==> config.mk <==
export PLATFORM = sky130hd
export DESIGN_NAME = word_sequence_hash
export DESIGN_NICKNAME = d
export VERILOG_FILES = /design/src/rtl/wsh_pkg.sv /design/src/rtl/wsh_front.sv /design/src/rtl/wsh_queue.sv /design/src/rtl/wsh_back.sv /design/src/rtl/word_sequence_hash.sv
export SDC_FILE = /design/constraint.sdc
export NUM_CORES = 2
export LEC_CHECK = 0
export BUFFER_PORTS_ARGS = -buffer_cell sky130_fd_sc_hd__buf_2
export CORE_MARGIN = 2
export CORE_UTILIZATION = 60
export CTS_CLUSTER_DIAMETER = 100
export DETAILED_ROUTE_END_ITERATION = 6
export PLACE_DENSITY = 0.77
export SLEW_MARGIN = 20
export SYNTH_ARGS = -nofsm -noshare
export SYNTH_HDL_FRONTEND = slang
export SYNTH_SLANG_ARGS = --single-unit
==> constraint.sdc <==
create_clock -name clk -period 7.2 [get_ports clk]
set_clock_uncertainty 0.15 [all_clocks]
set_input_delay 1.08 -clock clk [delete_from_list [all_inputs] [get_ports clk]]
set_output_delay 1.08 -clock clk [all_outputs]
set_load 0.03 [all_outputs]
==> src/rtl/wsh_pkg.sv <==
// wsh_pkg: shared constants, queue entry type and lookup3 helper functions
// for the word sequence hash block; used by every rtl file, depends on nothing
package wsh_pkg;

	localparam int unsigned LENGTH_BITS = 16;
	localparam int unsigned QUEUE_DEPTH = 4;
	localparam int unsigned QUEUE_AW    = $clog2(QUEUE_DEPTH);

	localparam logic [31:0] INIT_CONST = 32'hdeadbeef;
	localparam logic [31:0] SEED_RESET = 32'd2016;

	localparam logic [1:0] SLOT_A = 2'd0;
	localparam logic [1:0] SLOT_B = 2'd1;
	localparam logic [1:0] SLOT_C = 2'd2;

	// one classified key word as handed from front to back
	typedef struct packed {
		logic [31:0] word;
		logic [31:0] init;
		logic        first;
		logic        empty;
		logic        last;
		logic [1:0]  slot;
	} wsh_op_t;

	function automatic logic [31:0] rotl(input logic [31:0] x, input logic [4:0] r);
		rotl = (x << r) | (x >> (6'd32 - {1'b0, r}));
	endfunction

	// mix round half: x -= y; x ^= rotl(y, r)
	function automatic logic [31:0] mix_half(input logic [31:0] x, input logic [31:0] y,
		input logic [4:0] r);
		mix_half = (x - y) ^ rotl(y, r);
	endfunction

	// final avalanche step: x ^= y; x -= rotl(y, r)
	function automatic logic [31:0] fin_step(input logic [31:0] x, input logic [31:0] y,
		input logic [4:0] r);
		fin_step = (x ^ y) - rotl(y, r);
	endfunction

endpackage

==> src/rtl/wsh_front.sv <==
// wsh_front: takes key words, tracks key position and lane slot, holds the seed
// and builds one queue entry per request; depends on wsh_pkg
module wsh_front (
	input  logic                 clk,
	input  logic                 arst_n,
	input  logic                 cfg_we,
	input  logic [31:0]          cfg_wdata,
	input  logic                 in_valid,
	input  logic [31:0]          key_word,
	input  logic [15:0]          key_length,
	input  logic                 q_full,
	output logic                 push,
	output wsh_pkg::wsh_op_t     push_op
);

	logic [31:0]                       seed_q;
	logic [wsh_pkg::LENGTH_BITS-1:0]   words_left_q;
	logic [1:0]                        slot_q;
	logic [wsh_pkg::LENGTH_BITS-1:0]   len;
	logic                              is_start;

	always_comb begin
		len              = key_length[wsh_pkg::LENGTH_BITS-1:0];
		is_start         = (words_left_q == '0);
		push             = in_valid && !q_full;
		push_op.word     = key_word;
		push_op.init     = wsh_pkg::INIT_CONST + (32'(len) << 2) + seed_q;
		push_op.first    = is_start;
		push_op.empty    = is_start && (len == '0);
		push_op.slot     = is_start ? wsh_pkg::SLOT_A : slot_q;
		push_op.last     = is_start ? (len == wsh_pkg::LENGTH_BITS'(1))
			: (words_left_q == wsh_pkg::LENGTH_BITS'(1));
	end

	always_ff @(posedge clk or negedge arst_n) begin
		if (!arst_n) begin
			seed_q       <= wsh_pkg::SEED_RESET;
			words_left_q <= '0;
			slot_q       <= wsh_pkg::SLOT_A;
		end else begin
			if (cfg_we) begin
				seed_q <= cfg_wdata;
			end
			if (push && !push_op.empty) begin
				words_left_q <= (is_start ? len : words_left_q) - wsh_pkg::LENGTH_BITS'(1);
				if (push_op.last || push_op.slot == wsh_pkg::SLOT_C) begin
					slot_q <= wsh_pkg::SLOT_A;
				end else begin
					slot_q <= push_op.slot + 2'd1;
				end
			end
		end
	end

endmodule

==> src/rtl/wsh_queue.sv <==
// wsh_queue: short register queue of classified key words between front and
// back; depends on wsh_pkg
module wsh_queue (
	input  logic                 clk,
	input  logic                 arst_n,
	input  logic                 push,
	input  wsh_pkg::wsh_op_t     push_op,
	input  logic                 pop,
	output logic                 full,
	output logic                 head_valid,
	output wsh_pkg::wsh_op_t     head_op
);

	wsh_pkg::wsh_op_t                entry_q [wsh_pkg::QUEUE_DEPTH];
	logic [wsh_pkg::QUEUE_AW-1:0]    wr_ptr_q;
	logic [wsh_pkg::QUEUE_AW-1:0]    rd_ptr_q;
	logic [wsh_pkg::QUEUE_AW:0]      count_q;

	assign full       = (count_q == (wsh_pkg::QUEUE_AW+1)'(wsh_pkg::QUEUE_DEPTH));
	assign head_valid = (count_q != '0);
	assign head_op    = entry_q[rd_ptr_q];

	always_ff @(posedge clk) begin
		if (push) begin
			entry_q[wr_ptr_q] <= push_op;
		end
	end

	always_ff @(posedge clk or negedge arst_n) begin
		if (!arst_n) begin
			wr_ptr_q <= '0;
			rd_ptr_q <= '0;
			count_q  <= '0;
		end else begin
			if (push) begin
				wr_ptr_q <= wr_ptr_q + 1'b1;
			end
			if (pop) begin
				rd_ptr_q <= rd_ptr_q + 1'b1;
			end
			if (push && !pop) begin
				count_q <= count_q + 1'b1;
			end else if (pop && !push) begin
				count_q <= count_q - 1'b1;
			end
		end
	end

endmodule

==> src/rtl/wsh_back.sv <==
// wsh_back: lane registers, word add, mix and final sequencer and result
// register; depends on wsh_pkg
module wsh_back (
	input  logic                 clk,
	input  logic                 arst_n,
	input  logic                 head_valid,
	input  wsh_pkg::wsh_op_t     head_op,
	output logic                 pop,
	output logic                 out_valid,
	input  logic                 out_stall,
	output logic [31:0]          hash_value
);

	typedef enum logic [2:0] {
		ST_IDLE = 3'b001,
		ST_MIX  = 3'b010,
		ST_FIN  = 3'b100
	} state_t;

	state_t       state_q;
	logic [1:0]   cnt_q;
	logic [31:0]  a_q, b_q, c_q;
	logic [31:0]  hash_q;
	logic         out_valid_q;
	logic         out_free;
	logic [31:0]  add_a, add_b, add_c;
	logic [31:0]  ta, tb, tc;

	assign out_free   = !out_valid_q || !out_stall;
	assign out_valid  = out_valid_q;
	assign hash_value = hash_q;
	assign pop        = (state_q == ST_IDLE) && head_valid && (!head_op.empty || out_free);

	// word add into the selected lane
	always_comb begin
		add_a = head_op.first ? head_op.init : a_q;
		add_b = head_op.first ? head_op.init : b_q;
		add_c = head_op.first ? head_op.init : c_q;
		case (head_op.slot)
			wsh_pkg::SLOT_A: add_a = add_a + head_op.word;
			wsh_pkg::SLOT_B: add_b = add_b + head_op.word;
			default:         add_c = add_c + head_op.word;
		endcase
	end

	// two mix steps or up to two final steps a cycle
	always_comb begin
		ta = a_q;
		tb = b_q;
		tc = c_q;
		if (state_q == ST_MIX) begin
			case (cnt_q)
				2'd0: begin
					ta = wsh_pkg::mix_half(a_q, c_q, 5'd4);
					tc = c_q + b_q;
					tb = wsh_pkg::mix_half(b_q, ta, 5'd6);
					ta = ta + tc;
				end
				2'd1: begin
					tc = wsh_pkg::mix_half(c_q, b_q, 5'd8);
					tb = b_q + a_q;
					ta = wsh_pkg::mix_half(a_q, tc, 5'd16);
					tc = tc + tb;
				end
				default: begin
					tb = wsh_pkg::mix_half(b_q, a_q, 5'd19);
					ta = a_q + c_q;
					tc = wsh_pkg::mix_half(c_q, tb, 5'd4);
					tb = tb + ta;
				end
			endcase
		end else begin
			case (cnt_q)
				2'd0: begin
					tc = wsh_pkg::fin_step(c_q, b_q, 5'd14);
					ta = wsh_pkg::fin_step(a_q, tc, 5'd11);
				end
				2'd1: begin
					tb = wsh_pkg::fin_step(b_q, a_q, 5'd25);
					tc = wsh_pkg::fin_step(c_q, tb, 5'd16);
				end
				2'd2: begin
					ta = wsh_pkg::fin_step(a_q, c_q, 5'd4);
					tb = wsh_pkg::fin_step(b_q, ta, 5'd14);
				end
				default: begin
					tc = wsh_pkg::fin_step(c_q, b_q, 5'd24);
				end
			endcase
		end
	end

	always_ff @(posedge clk) begin
		case (state_q)
			ST_IDLE: begin
				if (pop && !head_op.empty) begin
					a_q <= add_a;
					b_q <= add_b;
					c_q <= add_c;
				end
				if (pop && head_op.empty) begin
					hash_q <= head_op.init;
				end
			end
			ST_MIX: begin
				a_q <= ta;
				b_q <= tb;
				c_q <= tc;
			end
			ST_FIN: begin
				if (cnt_q != 2'd3) begin
					a_q <= ta;
					b_q <= tb;
					c_q <= tc;
				end else if (out_free) begin
					hash_q <= tc;
				end
			end
			default: begin
			end
		endcase
	end

	always_ff @(posedge clk or negedge arst_n) begin
		if (!arst_n) begin
			state_q     <= ST_IDLE;
			cnt_q       <= 2'd0;
			out_valid_q <= 1'b0;
		end else begin
			if (out_valid_q && !out_stall) begin
				out_valid_q <= 1'b0;
			end
			case (state_q)
				ST_IDLE: begin
					cnt_q <= 2'd0;
					if (pop) begin
						if (head_op.empty) begin
							out_valid_q <= 1'b1;
						end else if (head_op.last) begin
							state_q <= ST_FIN;
						end else if (head_op.slot == wsh_pkg::SLOT_C) begin
							state_q <= ST_MIX;
						end
					end
				end
				ST_MIX: begin
					if (cnt_q == 2'd2) begin
						cnt_q   <= 2'd0;
						state_q <= ST_IDLE;
					end else begin
						cnt_q <= cnt_q + 2'd1;
					end
				end
				ST_FIN: begin
					if (cnt_q != 2'd3) begin
						cnt_q <= cnt_q + 2'd1;
					end else if (out_free) begin
						out_valid_q <= 1'b1;
						cnt_q       <= 2'd0;
						state_q     <= ST_IDLE;
					end
				end
				default: begin
					state_q <= ST_IDLE;
				end
			endcase
		end
	end

endmodule

==> src/rtl/word_sequence_hash.sv <==
// word_sequence_hash: top level of the lookup3 hashword block over 32-bit words
// depends on wsh_pkg, wsh_front, wsh_queue and wsh_back
//
// A key is sent as one request per 32-bit word; the first request of a key also
// carries its length, and a zero length returns the initial value with no mixing.
// The hash comes out once, after the last word. Words are taken back to back, while
// the queue is not full, into a four-entry queue; the back end adds each word into
// its lane, runs the mix after each full group of three that is followed by more
// words and the final avalanche after the last word, and takes no word from the
// queue meanwhile. The seed is written through cfg_we and cfg_wdata between keys;
// the user must keep to this, as the block itself does not enforce it.
module word_sequence_hash (
	input  logic         clk,
	input  logic         arst_n,
	input  logic         cfg_we,
	input  logic [31:0]  cfg_wdata,
	input  logic         in_valid,
	output logic         in_stall,
	input  logic [31:0]  key_word,
	input  logic [15:0]  key_length,
	output logic         out_valid,
	input  logic         out_stall,
	output logic [31:0]  hash_value
);

	logic              push;
	logic              pop;
	logic              q_full;
	logic              head_valid;
	wsh_pkg::wsh_op_t  push_op;
	wsh_pkg::wsh_op_t  head_op;

	assign in_stall = q_full;

	wsh_front u_front (
		.clk        (clk),
		.arst_n     (arst_n),
		.cfg_we     (cfg_we),
		.cfg_wdata  (cfg_wdata),
		.in_valid   (in_valid),
		.key_word   (key_word),
		.key_length (key_length),
		.q_full     (q_full),
		.push       (push),
		.push_op    (push_op)
	);

	wsh_queue u_queue (
		.clk        (clk),
		.arst_n     (arst_n),
		.push       (push),
		.push_op    (push_op),
		.pop        (pop),
		.full       (q_full),
		.head_valid (head_valid),
		.head_op    (head_op)
	);

	wsh_back u_back (
		.clk        (clk),
		.arst_n     (arst_n),
		.head_valid (head_valid),
		.head_op    (head_op),
		.pop        (pop),
		.out_valid  (out_valid),
		.out_stall  (out_stall),
		.hash_value (hash_value)
	);

	a_no_pop_empty: assert property (@(posedge clk) disable iff (!arst_n)
		pop |-> head_valid)
		else $error("back end took a word from an empty queue");

	a_no_push_full: assert property (@(posedge clk) disable iff (!arst_n)
		push |-> !q_full)
		else $error("front end wrote into a full queue");

	a_result_from_queue: assert property (@(posedge clk) disable iff (!arst_n)
		(pop && head_op.empty) |=> out_valid)
		else $error("empty key gave no result");

endmodule
==> results of run 1 <==
-- through the flow --
step / utilization [%] / hold WS [ns] / setup WS [ns] / area, um^2 / setup TNS, ns
after floorplan: - / 0.285 / 0.196 / 61800 / 0
after global placement: 72.1 / 0.297 / -0.418 / 73600 / -3.19
after detailed placement: 72.1 / 0.346 / -0.554 / 73600 / -4.51
after CTS: 74.0 / 0.385 / 0.00281 / 75500 / 0
-- synthesized netlist by cell type, types with 81 or more instances --
master	number	share of area, %
inv_1	533	3.2
nand2_1	561	3.4
nor2b_1	81	0.82
o211ai_1	82	1.0
nor2_1	495	3.0
nand3_1	103	0.83
edfxtp_1	404	20
nor3_1	133	1.1
a31oi_1	86	0.87
xor2_1	232	3.3
ha_1	715	14
xnor2_1	680	9.6
a21o_1	268	3.3
a211oi_1	102	1.2
o21ai_0	510	4.1
a21oi_1	708	5.7
clkbuf_1	207	1.3
o21a_1	105	1.3
o21bai_1	86	1.0
nand2b_1	112	1.1
-- cells by family after synthesis --
family,Yosys count,share of synthesized area [%]
xor gates and xnor gates,923,13.3
adders and majority gates,751,15.4
buffers and inverters,803,4.94
and+or+nand+nor,1841,14.1
DFF,467,22.2
AOI/OAI and AO/OA,2533,26.8
muxes,113,3.24
-- layer usage --
| layer | track usage [%] | GRT overflow |
|---|---|---|
| met4 | 69.3 | 1 |
| met5 | 15.8 | 0 |
| met3 | 49.4 | 0 |
| met1 | 71.6 | 0 |
| met2 | 88.8 | 5 |
-- timing repair --
action | in CTS
gates resized for setup | 37
pin swaps | 15
buffers inserted | 8
hold buffers | 0
endpoints found under the setup margin | 21
==> flow_summary.yaml, run 1 <==
status:
  haltStage: "global routing (5_1_grt)"
  status: "aborted with a tool error"
  error: "[ERROR GRT-0116] Global routing finished with congestion. Check the congestion regions in the DRC Viewer."
floorplanning:
  floorplan.die.width_um: 325
  die_h_um: 325
  std_cell_rows: 117
  start_util_pct: 60.6
  io_pins: 119
synth:
  synth_seq_cells: 467
  ys_types: 108
  seq_area_frac_synth_pct: 22.2
  synthCells: 7431
  synthArstFlopShare_pct: 13.5
  synth_edf_count: 404
  netlist_area_um2: 61800
  ys.flop_type: "edfxtp_1"
  syn-num-nets: 8255
  synth_area_per_cell_um2: 8.32
  yosysWarnings: 0
global_routing:
  grt_pass1_vias: 74800
  grt_pass1_wl_um: 531000
  grt-ovfl-total: 6
  gr-usage-all-layers_pct: 69.8
  grt_max_degree: 113
place:
  numPlacedInstances: 10000
  place.gp.congestion: 1.27
  dp_hpwl_um: 287000
  io_buffers: 118
clock_network:
  cts_made_buffers: 52
  clk_path_buf_depth: 3
  htreeDepth: 2
  clock-sinks: 467
  clock-root-buffer: "clkbuf_16"
==> run 2, diff against run 1 <==
- CORE_UTILIZATION: 60 -> 40
- CTS_CLUSTER_DIAMETER: 100 -> not set
- PLACE_DENSITY: 0.77 -> not set
- PLACE_DENSITY_LB_ADDON: not set -> 0.15
- clock period: 7.2 -> 9.4 ns (I/O delays scaled with it)
==> run 2 against run 1 <==
The run now ends clean; synthesized cell count unchanged; synthesized area unchanged.
==> flow_summary.yaml, run 2 <==
floorplanning:
  start_util_pct: 40.2
  core_area_um2: 154000
  io_pins: 119
  floorplan.die.width_um: 397
  die_h_um: 397
  std_cell_rows: 144
  dieArea_um2: 158000
drt:
  routed_wl_um: 396000
  via_count: 66800
  firstDrtPassIters: 7
  antenna_left: 0
  wl_per_cell_um: 39.9
  drt_iter0_drc: 9823
  via_per_inst: 6.74
  drc_errors: 0
layout:
  drive_above_1_share_pct: 11.6
  layout_common_cells: "ha_1 (711), a21oi_1 (706), xnor2_1 (654)"
  final_nets: 8629
  area_growth_pct: 12.7
  largest_reg_flops: 276
  regMostFlops: "u_queue.entry_q"
  layout_commonest_cell: "ha_1"
  final_core_util_pct: 45.3
setup_path:
  cp_data_arrival_time_ns: 9.56
  cp.required_ns: 9.71
  critPathLaunchType: "register"
  crit_slowest_cell: "xor2_2"
  crit_type: "reg -> reg"
  slowest_delay_ns: 0.63
  cp_max_fo: 6
  end_kind: "register"
synth:
  synthArstFlopShare_pct: 13.5
  netlist_area_um2: 61800
  synth_edf_count: 404
  yosysWarnings: 0
  synthCells: 7431
  ys_types: 108
  ys_top_cells_by_area: "edfxtp_1 (20%), ha_1 (14%), xnor2_1 (9.6%), a21oi_1 (5.7%), o21ai_0 (4.1%)"
  synth_top_cell_area_share_pct: 19.6
  synth_top_cell_by_area: "edfxtp_1"
  syn-num-nets: 8255
  seq_area_frac_synth_pct: 22.2
  synth_seq_cells: 467
  synth_most_common_cell: "ha_1"
  synth_common_cells: "ha_1 (715), a21oi_1 (708), xnor2_1 (680)"
  ys.flop_type: "edfxtp_1"
  synth_area_per_cell_um2: 8.32
place:
  dp_hpwl_um: 329000
  place.gp.congestion: 1.17
  io_buffers: 118
  dp_slack_ns: 0.0183
clock_network:
  cts-hold-fix-buffers: 0
  clk_path_buf_depth: 3
  clock-root-buffer: "clkbuf_16"
  clock-sinks: 467
  clk_latency_ns: 0.74
  cts.clk_slew.worst_paths_ns: 0.08
  cts_made_buffers: 54
  cts_tree: "done"
  htreeDepth: 2
global_routing:
  grt_pass1_vias: 62300
  grt_pass1_wl_um: 524000
  grt_max_degree: 64
  gr-usage-all-layers_pct: 48.5
  antenna_found_initial: 38
  grt-ovfl-total: 0
timing:
  slew_violations: 0
  final.period_utilization_pct: 98.4
  fin_crit_ns: 9.25
  rsz0062_at_grt: "false"
  setup_slack_ns: 0.153
  worstMarginPinSlew_ns: 1.45
  relSlewSlack_pct: 2.55
  setup_violations: 0
  max_clock_freq_mhz: 108
  final_hold_viol_count: 0
  setup-tns-final_ns: 0
job:
  drv_cap: 0
status:
  status: "completed"
hold_path:
  hp-class: "reg -> reg"
-- run 2: cell counts after synthesis --
Identical to the previous run, type by type.
-- run 2: metrics by stage --
| stage | std cells | cell area [um^2] | hold WS (ns) |
|---|---|---|---|
| after floorplan | 7431 | 61800 | 0.285 |
| after global placement | 9789 | 67800 | 0.298 |
| after global routing | 9896 | 69700 | 0.348 |
| after detailed placement | 9791 | 67900 | 0.317 |
| after CTS | 9892 | 69600 | 0.330 |
| final | 9908 | 69700 | 0.332 |
-- run 2: final timing paths --
check                      slack (ns)  cells past startpoint                         endpoint                           from
setup / recovery                 0.15                     29         u_back.a_q[29]$_DFFE_PP_        u_back.b_q[3]$_DFFE_PP_
hold / removal                   0.33                      2    u_front.slot_q[1]$_DFFE_PN0P_  u_front.slot_q[1]$_DFFE_PN0P_
setup reg to reg                 0.15                     29         u_back.a_q[29]$_DFFE_PP_        u_back.b_q[3]$_DFFE_PP_
hold reg to reg                  0.33                      2    u_front.slot_q[1]$_DFFE_PN0P_  u_front.slot_q[1]$_DFFE_PN0P_
max in group asynchronous        7.76                      1  u_queue.rd_ptr_q[0]$_DFFE_PN0P_                         arst_n
min in group asynchronous        0.63                      1      u_back.cnt_q[1]$_DFFE_PN0P_                         arst_n
-- run 2: critical path, delay by kind of cell, from the launching register on --
kind | cells | cell delay (ns)
XOR/XNOR | 1 | 0.63
adder cells (fa/ha/maj) | 3 | 1.23
AO/OA/AOI/OAI | 16 | 4.40
buffers and inverters | 4 | 0.78
flip-flops | 1 | 0.60
AND/OR/NAND/NOR | 5 | 1.19
-- run 2: cell families after synthesis --
kind of cell | after synthesis | share of synthesized area [%]
XOR/XNOR | 923 | 13.3
flip-flops | 467 | 22.2
AND/OR/NAND/NOR | 1841 | 14.1
AO/OA/AOI/OAI | 2533 | 26.8
multiplexers | 113 | 3.24
buffers and inverters | 803 | 4.94
adder cells (fa/ha/maj) | 751 | 15.4
-- run 2: cell type report --
type                            instances  area (um^2)
Antenna cell                           14         35.0
Clock buffer                           67         1440
Clock inverter                         34          304
Fill cell                           15400        84200
Inverter                              546         2050
Multi-Input combinational cell       6161        45500
Sequential cell                       467        13700
Tap cell                             2044         2560
Timing Repair Buffer                  575         4060
-- run 2: layer usage --
metal  up-vias  GRT usage (%)  wire length (um)
met4        22           38.7             39900
met5         -              0               133
met1     32500           58.5            145000
li1      28100              -                 -
met2      4893           70.3            160000
met3      1231           16.5             50900
-- run 2: what timing repair did --
action	in CTS	in global routing
gates resized for setup	0	3
endpoints found under the setup margin	0	4
setup buffers	0	0
Power of run 2 is not shown: default switching activity piles up to over one toggle a cycle in this logic, so the estimate is an artifact.
